File: src/rtl/bogv_pkg.sv
// Shared types, constants and helpers for the box occlusion grid visibility block.
// Used by bogv_grid, bogv_emit and box_occlusion_grid_visibility; depends on nothing.
`default_nettype none

package bogv_pkg;

  // Grid geometry
  localparam int GRID_DIVISIONS = 8;
  localparam int GRID_CELLS     = GRID_DIVISIONS * GRID_DIVISIONS;
  localparam int ROW_CNT_W      = $clog2(GRID_DIVISIONS + 1);

  // Field widths
  localparam int COORD_IN_W = 19;
  localparam int LEN_W      = 18;
  localparam int KIND_W     = 2;
  localparam int MASK_W     = 64;
  localparam int COUNT_W    = 7;
  localparam int CFG_IDX_W  = 1;

  // Stream payload widths (whole bytes)
  localparam int S_TDATA_W = 80;
  localparam int M_TDATA_W = 72;

  // Scaled coordinate width: 2*G*coordinate plus (2G-1)*length, with headroom
  localparam int COORD_W = 26;

  // Item kinds
  localparam logic [KIND_W-1:0] KIND_LOAD    = 2'd0;
  localparam logic [KIND_W-1:0] KIND_OCCLUDE = 2'd1;
  localparam logic [KIND_W-1:0] KIND_EMIT    = 2'd2;

  // Register indexes
  localparam logic [CFG_IDX_W-1:0] REG_FRAME_W = 1'd0;
  localparam logic [CFG_IDX_W-1:0] REG_FRAME_H = 1'd1;

  // Register reset values
  localparam logic [LEN_W-1:0] FRAME_W_RESET = 18'd10240;
  localparam logic [LEN_W-1:0] FRAME_H_RESET = 18'd7680;

  typedef logic signed [COORD_W-1:0]  coord_t;
  typedef logic [ROW_CNT_W-1:0]       row_cnt_t;

  // One box as it sits in tdata, left edge in the lowest bits
  typedef struct packed {
    logic [LEN_W-1:0]             box_height;
    logic [LEN_W-1:0]             box_width;
    logic signed [COORD_IN_W-1:0] box_bottom;
    logic signed [COORD_IN_W-1:0] box_left;
  } box_t;

  // Per-item control from the input stage to the grid
  typedef struct packed {
    logic load;
    logic occlude;
  } grid_ctl_t;

  // Widen a signed edge coordinate
  function automatic coord_t coord_s(input logic signed [COORD_IN_W-1:0] v);
    coord_t r;
    r = coord_t'(v);
    return r;
  endfunction

  // Widen an unsigned length
  function automatic coord_t coord_u(input logic [LEN_W-1:0] v);
    coord_t r;
    r = coord_t'({1'b0, v});
    return r;
  endfunction

  // Count set bits of one grid row
  function automatic row_cnt_t row_count(input logic [GRID_DIVISIONS-1:0] v);
    row_cnt_t c;
    c = '0;
    for (int i = 0; i < GRID_DIVISIONS; i++) begin
      c = c + row_cnt_t'(v[i]);
    end
    return c;
  endfunction

endpackage

`default_nettype wire

File: src/rtl/box_occlusion_grid_visibility.sv
// Box occlusion grid visibility: top level with input register and configuration.
// Instantiates bogv_grid and bogv_emit; depends on bogv_pkg.
//
// Use:
//   s_* carries one item per handshake: s_tuser is the kind (0 load target,
//   1 occluder, 2 emit, 3 ignored), s_tdata the box. An item may be taken in
//   every cycle. In the input register the 64 cell tests run in parallel
//   against the stored scaled cell centres (the new ones for a load target)
//   and update the occlusion mask as the item leaves the input register.
//   m_* carries one result for each kind 2 item: the visibility mask and the
//   visible count. The result register loads as the emit item leaves the
//   input register and raises m_tvalid.
//   cfg_* writes the image width (index 0) or height (index 1); it is always
//   ready and must be used only while the block is idle.
//   Throughput is one item per cycle. While a result waits on m_tready, load
//   and occluder items still pass; a further emit item holds in the input
//   register and s_tready stays low until the waiting result is taken.
//   Reset clears the target to zero, marks every cell visible, restores the
//   image size to 10240 by 7680 units and empties both registers.
`default_nettype none

module box_occlusion_grid_visibility (
  input  wire logic                                 clk,
  input  wire logic                                 rst,
  input  wire logic                                 s_tvalid,
  output logic                                      s_tready,
  // box_left[18:0], box_bottom[37:19], box_width[55:38], box_height[73:56], zeros
  input  wire logic [bogv_pkg::S_TDATA_W-1:0]       s_tdata,
  // kind[1:0]
  input  wire logic [bogv_pkg::KIND_W-1:0]          s_tuser,
  output logic                                      m_tvalid,
  input  wire logic                                 m_tready,
  // visible_mask[63:0], visible_count[70:64], zero[71]
  output logic [bogv_pkg::M_TDATA_W-1:0]            m_tdata,
  input  wire logic                                 cfg_valid,
  output logic                                      cfg_ready,
  input  wire logic [bogv_pkg::CFG_IDX_W-1:0]       cfg_index,
  input  wire logic [bogv_pkg::LEN_W-1:0]           cfg_data
);
  import bogv_pkg::*;

  logic                a_valid;
  logic [KIND_W-1:0]   a_kind;
  box_t                a_box;
  logic                advance;
  grid_ctl_t           ctl;
  logic [LEN_W-1:0]    frame_w, frame_h;
  logic [GRID_CELLS-1:0] occluded;
  row_cnt_t            vis_rows [GRID_DIVISIONS];
  logic [MASK_W-1:0]   mask;
  logic [COUNT_W-1:0]  count;

  // Configuration registers
  assign cfg_ready = 1'b1;

  always_ff @(posedge clk) begin
    if (rst) begin
      frame_w <= FRAME_W_RESET;
      frame_h <= FRAME_H_RESET;
    end else if (cfg_valid) begin
      unique case (cfg_index)
        REG_FRAME_W: frame_w <= cfg_data;
        REG_FRAME_H: frame_h <= cfg_data;
        default: ;
      endcase
    end
  end

  // Advance unless an emit item would overwrite a waiting result
  assign advance  = a_valid && ((a_kind != KIND_EMIT) || !m_tvalid || m_tready);
  assign s_tready = !a_valid || advance;

  // Input register
  always_ff @(posedge clk) begin
    if (rst) begin
      a_valid <= 1'b0;
    end else if (s_tready) begin
      a_valid <= s_tvalid;
    end
  end

  always_ff @(posedge clk) begin
    if (s_tready && s_tvalid) begin
      a_kind <= s_tuser;
      a_box  <= box_t'(s_tdata[$bits(box_t)-1:0]);
    end
  end

  // Decode the item kind
  always_comb begin
    ctl.load    = advance && (a_kind == KIND_LOAD);
    ctl.occlude = advance && (a_kind == KIND_OCCLUDE);
  end

  bogv_grid u_grid (
    .clk      (clk),
    .rst      (rst),
    .ctl      (ctl),
    .box      (a_box),
    .frame_w  (frame_w),
    .frame_h  (frame_h),
    .occluded (occluded),
    .vis_rows (vis_rows)
  );

  bogv_emit u_emit (
    .clk      (clk),
    .rst      (rst),
    .emit     (advance && (a_kind == KIND_EMIT)),
    .ready    (m_tready),
    .occluded (occluded),
    .vis_rows (vis_rows),
    .valid    (m_tvalid),
    .mask     (mask),
    .count    (count)
  );

  assign m_tdata = {{(M_TDATA_W - MASK_W - COUNT_W){1'b0}}, count, mask};

endmodule

`default_nettype wire

File: src/rtl/bogv_grid.sv
// Cell-centre store and per-cell containment tests for the visibility grid.
// Holds the occlusion mask and per-row visible counts; depends on bogv_pkg.
`default_nettype none

module bogv_grid (
  input  wire logic                                 clk,
  input  wire logic                                 rst,
  input  wire bogv_pkg::grid_ctl_t                  ctl,
  input  wire bogv_pkg::box_t                       box,
  input  wire logic [bogv_pkg::LEN_W-1:0]           frame_w,
  input  wire logic [bogv_pkg::LEN_W-1:0]           frame_h,
  output logic [bogv_pkg::GRID_CELLS-1:0]           occluded,
  output bogv_pkg::row_cnt_t                        vis_rows [bogv_pkg::GRID_DIVISIONS]
);
  import bogv_pkg::*;

  coord_t cx [GRID_DIVISIONS];
  coord_t cy [GRID_DIVISIONS];
  coord_t cx_next [GRID_DIVISIONS];
  coord_t cy_next [GRID_DIVISIONS];
  coord_t half_x, half_y;
  coord_t lo_x, hi_x, lo_y, hi_y;
  logic [GRID_DIVISIONS-1:0] img_x, img_y, hit_x, hit_y;
  logic [GRID_CELLS-1:0] img_out, occ_hit, occluded_next;
  row_cnt_t vis_rows_next [GRID_DIVISIONS];

  // Scaled centres of a newly loaded target
  always_comb begin
    for (int i = 0; i < GRID_DIVISIONS; i++) begin
      cx_next[i] = coord_s(box.box_left) * coord_t'(2 * GRID_DIVISIONS)
                   + coord_u(box.box_width) * coord_t'(2 * i + 1);
      cy_next[i] = coord_s(box.box_bottom) * coord_t'(2 * GRID_DIVISIONS)
                   + coord_u(box.box_height) * coord_t'(2 * i + 1);
    end
  end

  // Image bounds and occluder bounds, all scaled by 2G
  always_comb begin
    half_x = coord_u(frame_w) * coord_t'(GRID_DIVISIONS);
    half_y = coord_u(frame_h) * coord_t'(GRID_DIVISIONS);
    lo_x   = coord_s(box.box_left) * coord_t'(2 * GRID_DIVISIONS);
    hi_x   = (coord_s(box.box_left) + coord_u(box.box_width)) * coord_t'(2 * GRID_DIVISIONS);
    lo_y   = coord_s(box.box_bottom) * coord_t'(2 * GRID_DIVISIONS);
    hi_y   = (coord_s(box.box_bottom) + coord_u(box.box_height))
             * coord_t'(2 * GRID_DIVISIONS);
  end

  // Per-axis tests, inclusive bounds
  always_comb begin
    for (int i = 0; i < GRID_DIVISIONS; i++) begin
      img_x[i] = (cx_next[i] >= -half_x) && (cx_next[i] <= half_x);
      img_y[i] = (cy_next[i] >= -half_y) && (cy_next[i] <= half_y);
      hit_x[i] = (cx[i] >= lo_x) && (cx[i] <= hi_x);
      hit_y[i] = (cy[i] >= lo_y) && (cy[i] <= hi_y);
    end
  end

  // Combine axes into cell masks, cell x*G+y
  always_comb begin
    for (int x = 0; x < GRID_DIVISIONS; x++) begin
      for (int y = 0; y < GRID_DIVISIONS; y++) begin
        img_out[x * GRID_DIVISIONS + y] = !(img_x[x] && img_y[y]);
        occ_hit[x * GRID_DIVISIONS + y] = hit_x[x] && hit_y[y];
      end
    end
  end

  // Next mask and its per-row visible counts
  always_comb begin
    occluded_next = occluded;
    if (ctl.load) begin
      occluded_next = img_out;
    end else if (ctl.occlude) begin
      occluded_next = occluded | occ_hit;
    end
    for (int x = 0; x < GRID_DIVISIONS; x++) begin
      vis_rows_next[x] = row_count(~occluded_next[x * GRID_DIVISIONS +: GRID_DIVISIONS]);
    end
  end

  // Hold centres, mask and counts
  always_ff @(posedge clk) begin
    if (rst) begin
      occluded <= '0;
      for (int i = 0; i < GRID_DIVISIONS; i++) begin
        cx[i]       <= '0;
        cy[i]       <= '0;
        vis_rows[i] <= row_cnt_t'(GRID_DIVISIONS);
      end
    end else begin
      occluded <= occluded_next;
      for (int i = 0; i < GRID_DIVISIONS; i++) begin
        vis_rows[i] <= vis_rows_next[i];
      end
      if (ctl.load) begin
        for (int i = 0; i < GRID_DIVISIONS; i++) begin
          cx[i] <= cx_next[i];
          cy[i] <= cy_next[i];
        end
      end
    end
  end

endmodule

`default_nettype wire

File: src/rtl/bogv_emit.sv
// Result register for the visibility mask and visible count.
// Sums the per-row counts kept by bogv_grid; depends on bogv_pkg.
`default_nettype none

module bogv_emit (
  input  wire logic                                 clk,
  input  wire logic                                 rst,
  input  wire logic                                 emit,
  input  wire logic                                 ready,
  input  wire logic [bogv_pkg::GRID_CELLS-1:0]      occluded,
  input  wire bogv_pkg::row_cnt_t                   vis_rows [bogv_pkg::GRID_DIVISIONS],
  output logic                                      valid,
  output logic [bogv_pkg::MASK_W-1:0]               mask,
  output logic [bogv_pkg::COUNT_W-1:0]              count
);
  import bogv_pkg::*;

  logic [COUNT_W-1:0] count_next;

  // Add up the row counts
  always_comb begin
    count_next = '0;
    for (int i = 0; i < GRID_DIVISIONS; i++) begin
      count_next = count_next + COUNT_W'(vis_rows[i]);
    end
  end

  // Result valid flag
  always_ff @(posedge clk) begin
    if (rst) begin
      valid <= 1'b0;
    end else if (emit) begin
      valid <= 1'b1;
    end else if (ready) begin
      valid <= 1'b0;
    end
  end

  // Result payload
  always_ff @(posedge clk) begin
    if (emit) begin
      mask  <= MASK_W'(~occluded);
      count <= count_next;
    end
  end

`ifndef SYNTHESIS
  a_count_matches: assert property (@(posedge clk) disable iff (rst)
    valid |-> (count == COUNT_W'($countones(mask))))
    else $error("visible count does not match mask");

  a_mask_in_grid: assert property (@(posedge clk) disable iff (rst)
    valid |-> ((mask >> GRID_CELLS) == '0))
    else $error("mask bit set outside the grid");

  a_reset_clears: assert property (@(posedge clk)
    rst |=> !valid)
    else $error("result valid after reset");
`endif

endmodule

`default_nettype wire
File: config.mk
export PLATFORM = sky130hd
export DESIGN_NAME = box_occlusion_grid_visibility
export DESIGN_NICKNAME = d
export VERILOG_FILES = /design/src/rtl/bogv_pkg.sv /design/src/rtl/box_occlusion_grid_visibility.sv /design/src/rtl/bogv_grid.sv /design/src/rtl/bogv_emit.sv
export SDC_FILE = /design/constraint.sdc
export NUM_CORES = 2
export LEC_CHECK = 0
export BUFFER_PORTS_ARGS = -buffer_cell sky130_fd_sc_hd__buf_2
export CAP_MARGIN = 20
export CORE_MARGIN = 10
export CORE_UTILIZATION = 47
export DETAILED_ROUTE_END_ITERATION = 8
export HOLD_SLACK_MARGIN = 0.06
export PLACE_DENSITY_LB_ADDON = 0.2
export SYNTH_ARGS = -nofsm -noshare
export SYNTH_HDL_FRONTEND = slang
export SYNTH_SLANG_ARGS = --single-unit
File: constraint.sdc
create_clock -name clk -period 12.24 [get_ports clk]
set_input_delay 1.836 -clock clk [delete_from_list [all_inputs] [get_ports clk]]
set_output_delay 1.836 -clock clk [all_outputs]
set_load 0.01 [all_outputs]
==> results.json <==
{
  "outcome": "completed",
  "final_cell_mix": "1962 x ha_1, 708 x inv_1, 608 x a21oi_1, 577 x nor2_1, 507 x edfxtp_1",
  "layout_commonest_cell": "ha_1",
  "drt_wl_total_um": 361000,
  "hold_start": "u_grid.occluded[39]",
  "critPathLaunchType": "flip-flop",
  "critical_path_arrival_ns": 12.48,
  "worstRegToRegCells": 34,
  "start_util": 0.473,
  "grt_first_pass_wirelength_um": 504000,
  "synth_area_mm2": 0.0833,
  "period_needed_ns": 11.89,
  "vias": 75700,
  "ys_ff_latch": 641,
  "max_stage_delay_ns": 0.88,
  "peakVddDrop_mv": 0.233,
  "synth_cell_types": 95,
  "required_ns": 12.83,
  "gr-usage-met3": 0.103,
  "htreeDepth": 3,
  "grt_pass1_vias": 72500,
  "r2r_slack_ns": 0.35,
  "setup_violations": 0,
  "clock-sinks": 641,
  "synth.avg_cell_area_um2": 9.30,
  "nNetsFinal": 11700,
  "pre_cts_ws_ns": 0.879,
  "ys.flop_type": "edfxtp_1",
  "clock.fmax_mhz": 84.1,
  "r2r_end": "u_grid.vis_rows[10]",
  "grt_usage": 0.360,
  "hpwl_um": 299000,
  "finalNonFillerCells": 11800,
  "hp-class": "flip-flop to flip-flop",
  "worst_pin_slew_ns": 1.37,
  "p_per_area_mw_per_mm2": 233,
  "cts_root_buf": "clkbuf_16",
  "cts_tree": "yes",
  "die_y_um": 441,
  "drv_slew": 0,
  "die_w_um": 441,
  "first_pass_iters": 6,
  "min_path_cells": 1,
  "gp_congestion": 1.07,
  "area_growth_pct": 10.2,
  "crit_fanout": 13,
  "synth_fp_nets": 11300,
  "cp-end-kind": "flip-flop",
  "dieArea_mm2": 0.195,
  "cts-buffers-inserted": 81,
  "antenna_found_initial": 41,
  "grt_util_met1": 0.532,
  "clk_latency_ns": 0.78,
  "first_iter_violations": 9333,
  "cts_buffer_depth": 3,
  "drv_cap": 0,
  "path_class": "flip-flop to flip-flop",
  "num_rows": 154,
  "rr_startpoint": "a_box[40]",
  "crit_family": "compound AO/OA/AOI/OAI gates",
  "async_reset_ff_frac": 0,
  "overflow": 0,
  "core_mm2": 0.176,
  "p_leak_nw": 43.0,
  "vias_per_cell": 6.42,
  "detail-route-antenna-nets": 0,
  "cts_resized": 0,
  "grt_busiest_layer": "met1",
  "postCtsSetupRepairBufs": 0,
  "yosys_warnings": 0,
  "cts.clk_slew.worst_paths_ns": 0.06,
  "hold_viol_final": 0,
  "seq_area_frac_synth": 0.215,
  "holdWs_ns": 0.453,
  "port_buffers": 172,
  "post-route-drc-count": 0,
  "period_share": 0.971,
  "worst_slack_ns": 0.350,
  "synth_cells": 8965,
  "dp_cells": 11600,
  "tns_ns": 0,
  "post_drt_wl_per_cell_um": 30.6,
  "hold_end": "u_emit.mask[39]",
  "rsz0062_at_grt": "no",
  "ctsHoldBuffers": 0,
  "met2_usage": 0.489,
  "final_util": 0.521,
  "cp_slowest_cell": "o31ai_1",
  "pin_count": 181,
  "grt_max_degree": 168,
  "slew_headroom": 0.0814,
  "layout-drive-gt1-share": 0.0730,
  "critPathBufInv": 2,
  "synth_edf_count": 507,
  "skew_ns": 0.0560
}
==> state kept, by name, summed over array words and instances, names as in the netlist <==
name and flops:
u_grid.vis_rows 32, a_kind 2, u_grid.cy 180, frame_h 18
a_box 74, a_valid 1, u_emit.mask 64, u_emit.valid 1
u_grid.cx 180, frame_w 18, u_grid.occluded 64, u_emit.count 7
==> metal layers <==
layer,share of wire,routed length [um]
met5,0.00024,87
met4,0.040,14300
met3,0.12,44600
met2,0.38,138000
met1,0.45,164000
==> Yosys cell counts, types with 146 or more instances <==
| cell type | n | share of area |
|---|---|---|
| nand4_1 | 222 | 0.017 |
| ha_1 | 1962 | 0.29 |
| nand2_1 | 333 | 0.015 |
| and2_1 | 278 | 0.021 |
| a21oi_1 | 608 | 0.037 |
| nor2_1 | 578 | 0.026 |
| a21o_1 | 438 | 0.039 |
| edfxtp_1 | 507 | 0.18 |
| o21ai_0 | 392 | 0.024 |
| o21a_1 | 215 | 0.019 |
| nor3_1 | 174 | 0.010 |
| fa_1 | 237 | 0.057 |
| xnor2_1 | 401 | 0.042 |
| nor2b_1 | 203 | 0.015 |
| nand3_1 | 146 | 0.0088 |
| inv_1 | 709 | 0.032 |
==> per-stage QoR <==
stage	total power, mW	instance area (um^2)
2_1_floorplan	11.9	83300
3_3_place_gp	17.7	88900
3_5_place_dp	18.0	88900
4_1_cts	20.6	91700
5_1_grt	22.5	91800
6_report	21.4	91800
==> report_power, final <==
| part | internal [mW] | switching (mW) |
|---|---|---|
| logic | 5.55 | 10.3 |
| clock network | 1.43 | 1.14 |
| registers | 2.74 | 0.206 |
| total | 9.72 | 11.7 |
==> worst max-delay path by stage <==
stage                         start                  end  slack, ns  cells past startpoint
after floorplan                 rst    u_grid.cx[0][100]       1.27                      4
after global placement    a_box[40]  u_grid.vis_rows[10]        1.0                     34
after detailed placement  a_box[40]  u_grid.vis_rows[10]       0.88                     34
after CTS                 a_box[40]  u_grid.vis_rows[10]       0.82                     34
after global routing      a_box[40]  u_grid.vis_rows[10]       0.28                     34
final                     a_box[40]  u_grid.vis_rows[10]       0.35                     34
==> layout make-up <==
type	count	area, um^2
inverter	710	2670
multi-input combinational	7506	62600
clock inverter	56	656
fill	16200	84500
antenna	8	20.0
tap	2340	2930
timing repair buffer	435	2870
sequential	641	17900
clock buffer	95	2130
==> worst reg2reg max path: cells and delay by family (launching register included) <==
kind                       cells  cell delay, ns
DFF                            1            0.83
buffers and inverters          2            0.47
and+or+nand+nor                6            1.26
adders and majority gates     10            3.97
AOI/OAI and AO/OA             14            4.87
xor gates and xnor gates       2            0.31
==> logic make-up (layout without fill, tap and decap cells) <==
family | Yosys count | after routing | synth area share
AOI/OAI and AO/OA | 2423 | 2423 | 0.194
muxes | 13 | 13 | 0.00161
xor gates and xnor gates | 510 | 510 | 0.0536
adders and majority gates | 2199 | 2199 | 0.351
buffers and inverters | 818 | 1296 | 0.0371
and+or+nand+nor | 2359 | 2359 | 0.147
DFF | 641 | 641 | 0.215
other | 2 | 10 | 0.0000901
(Power assumes the default switching activity.)
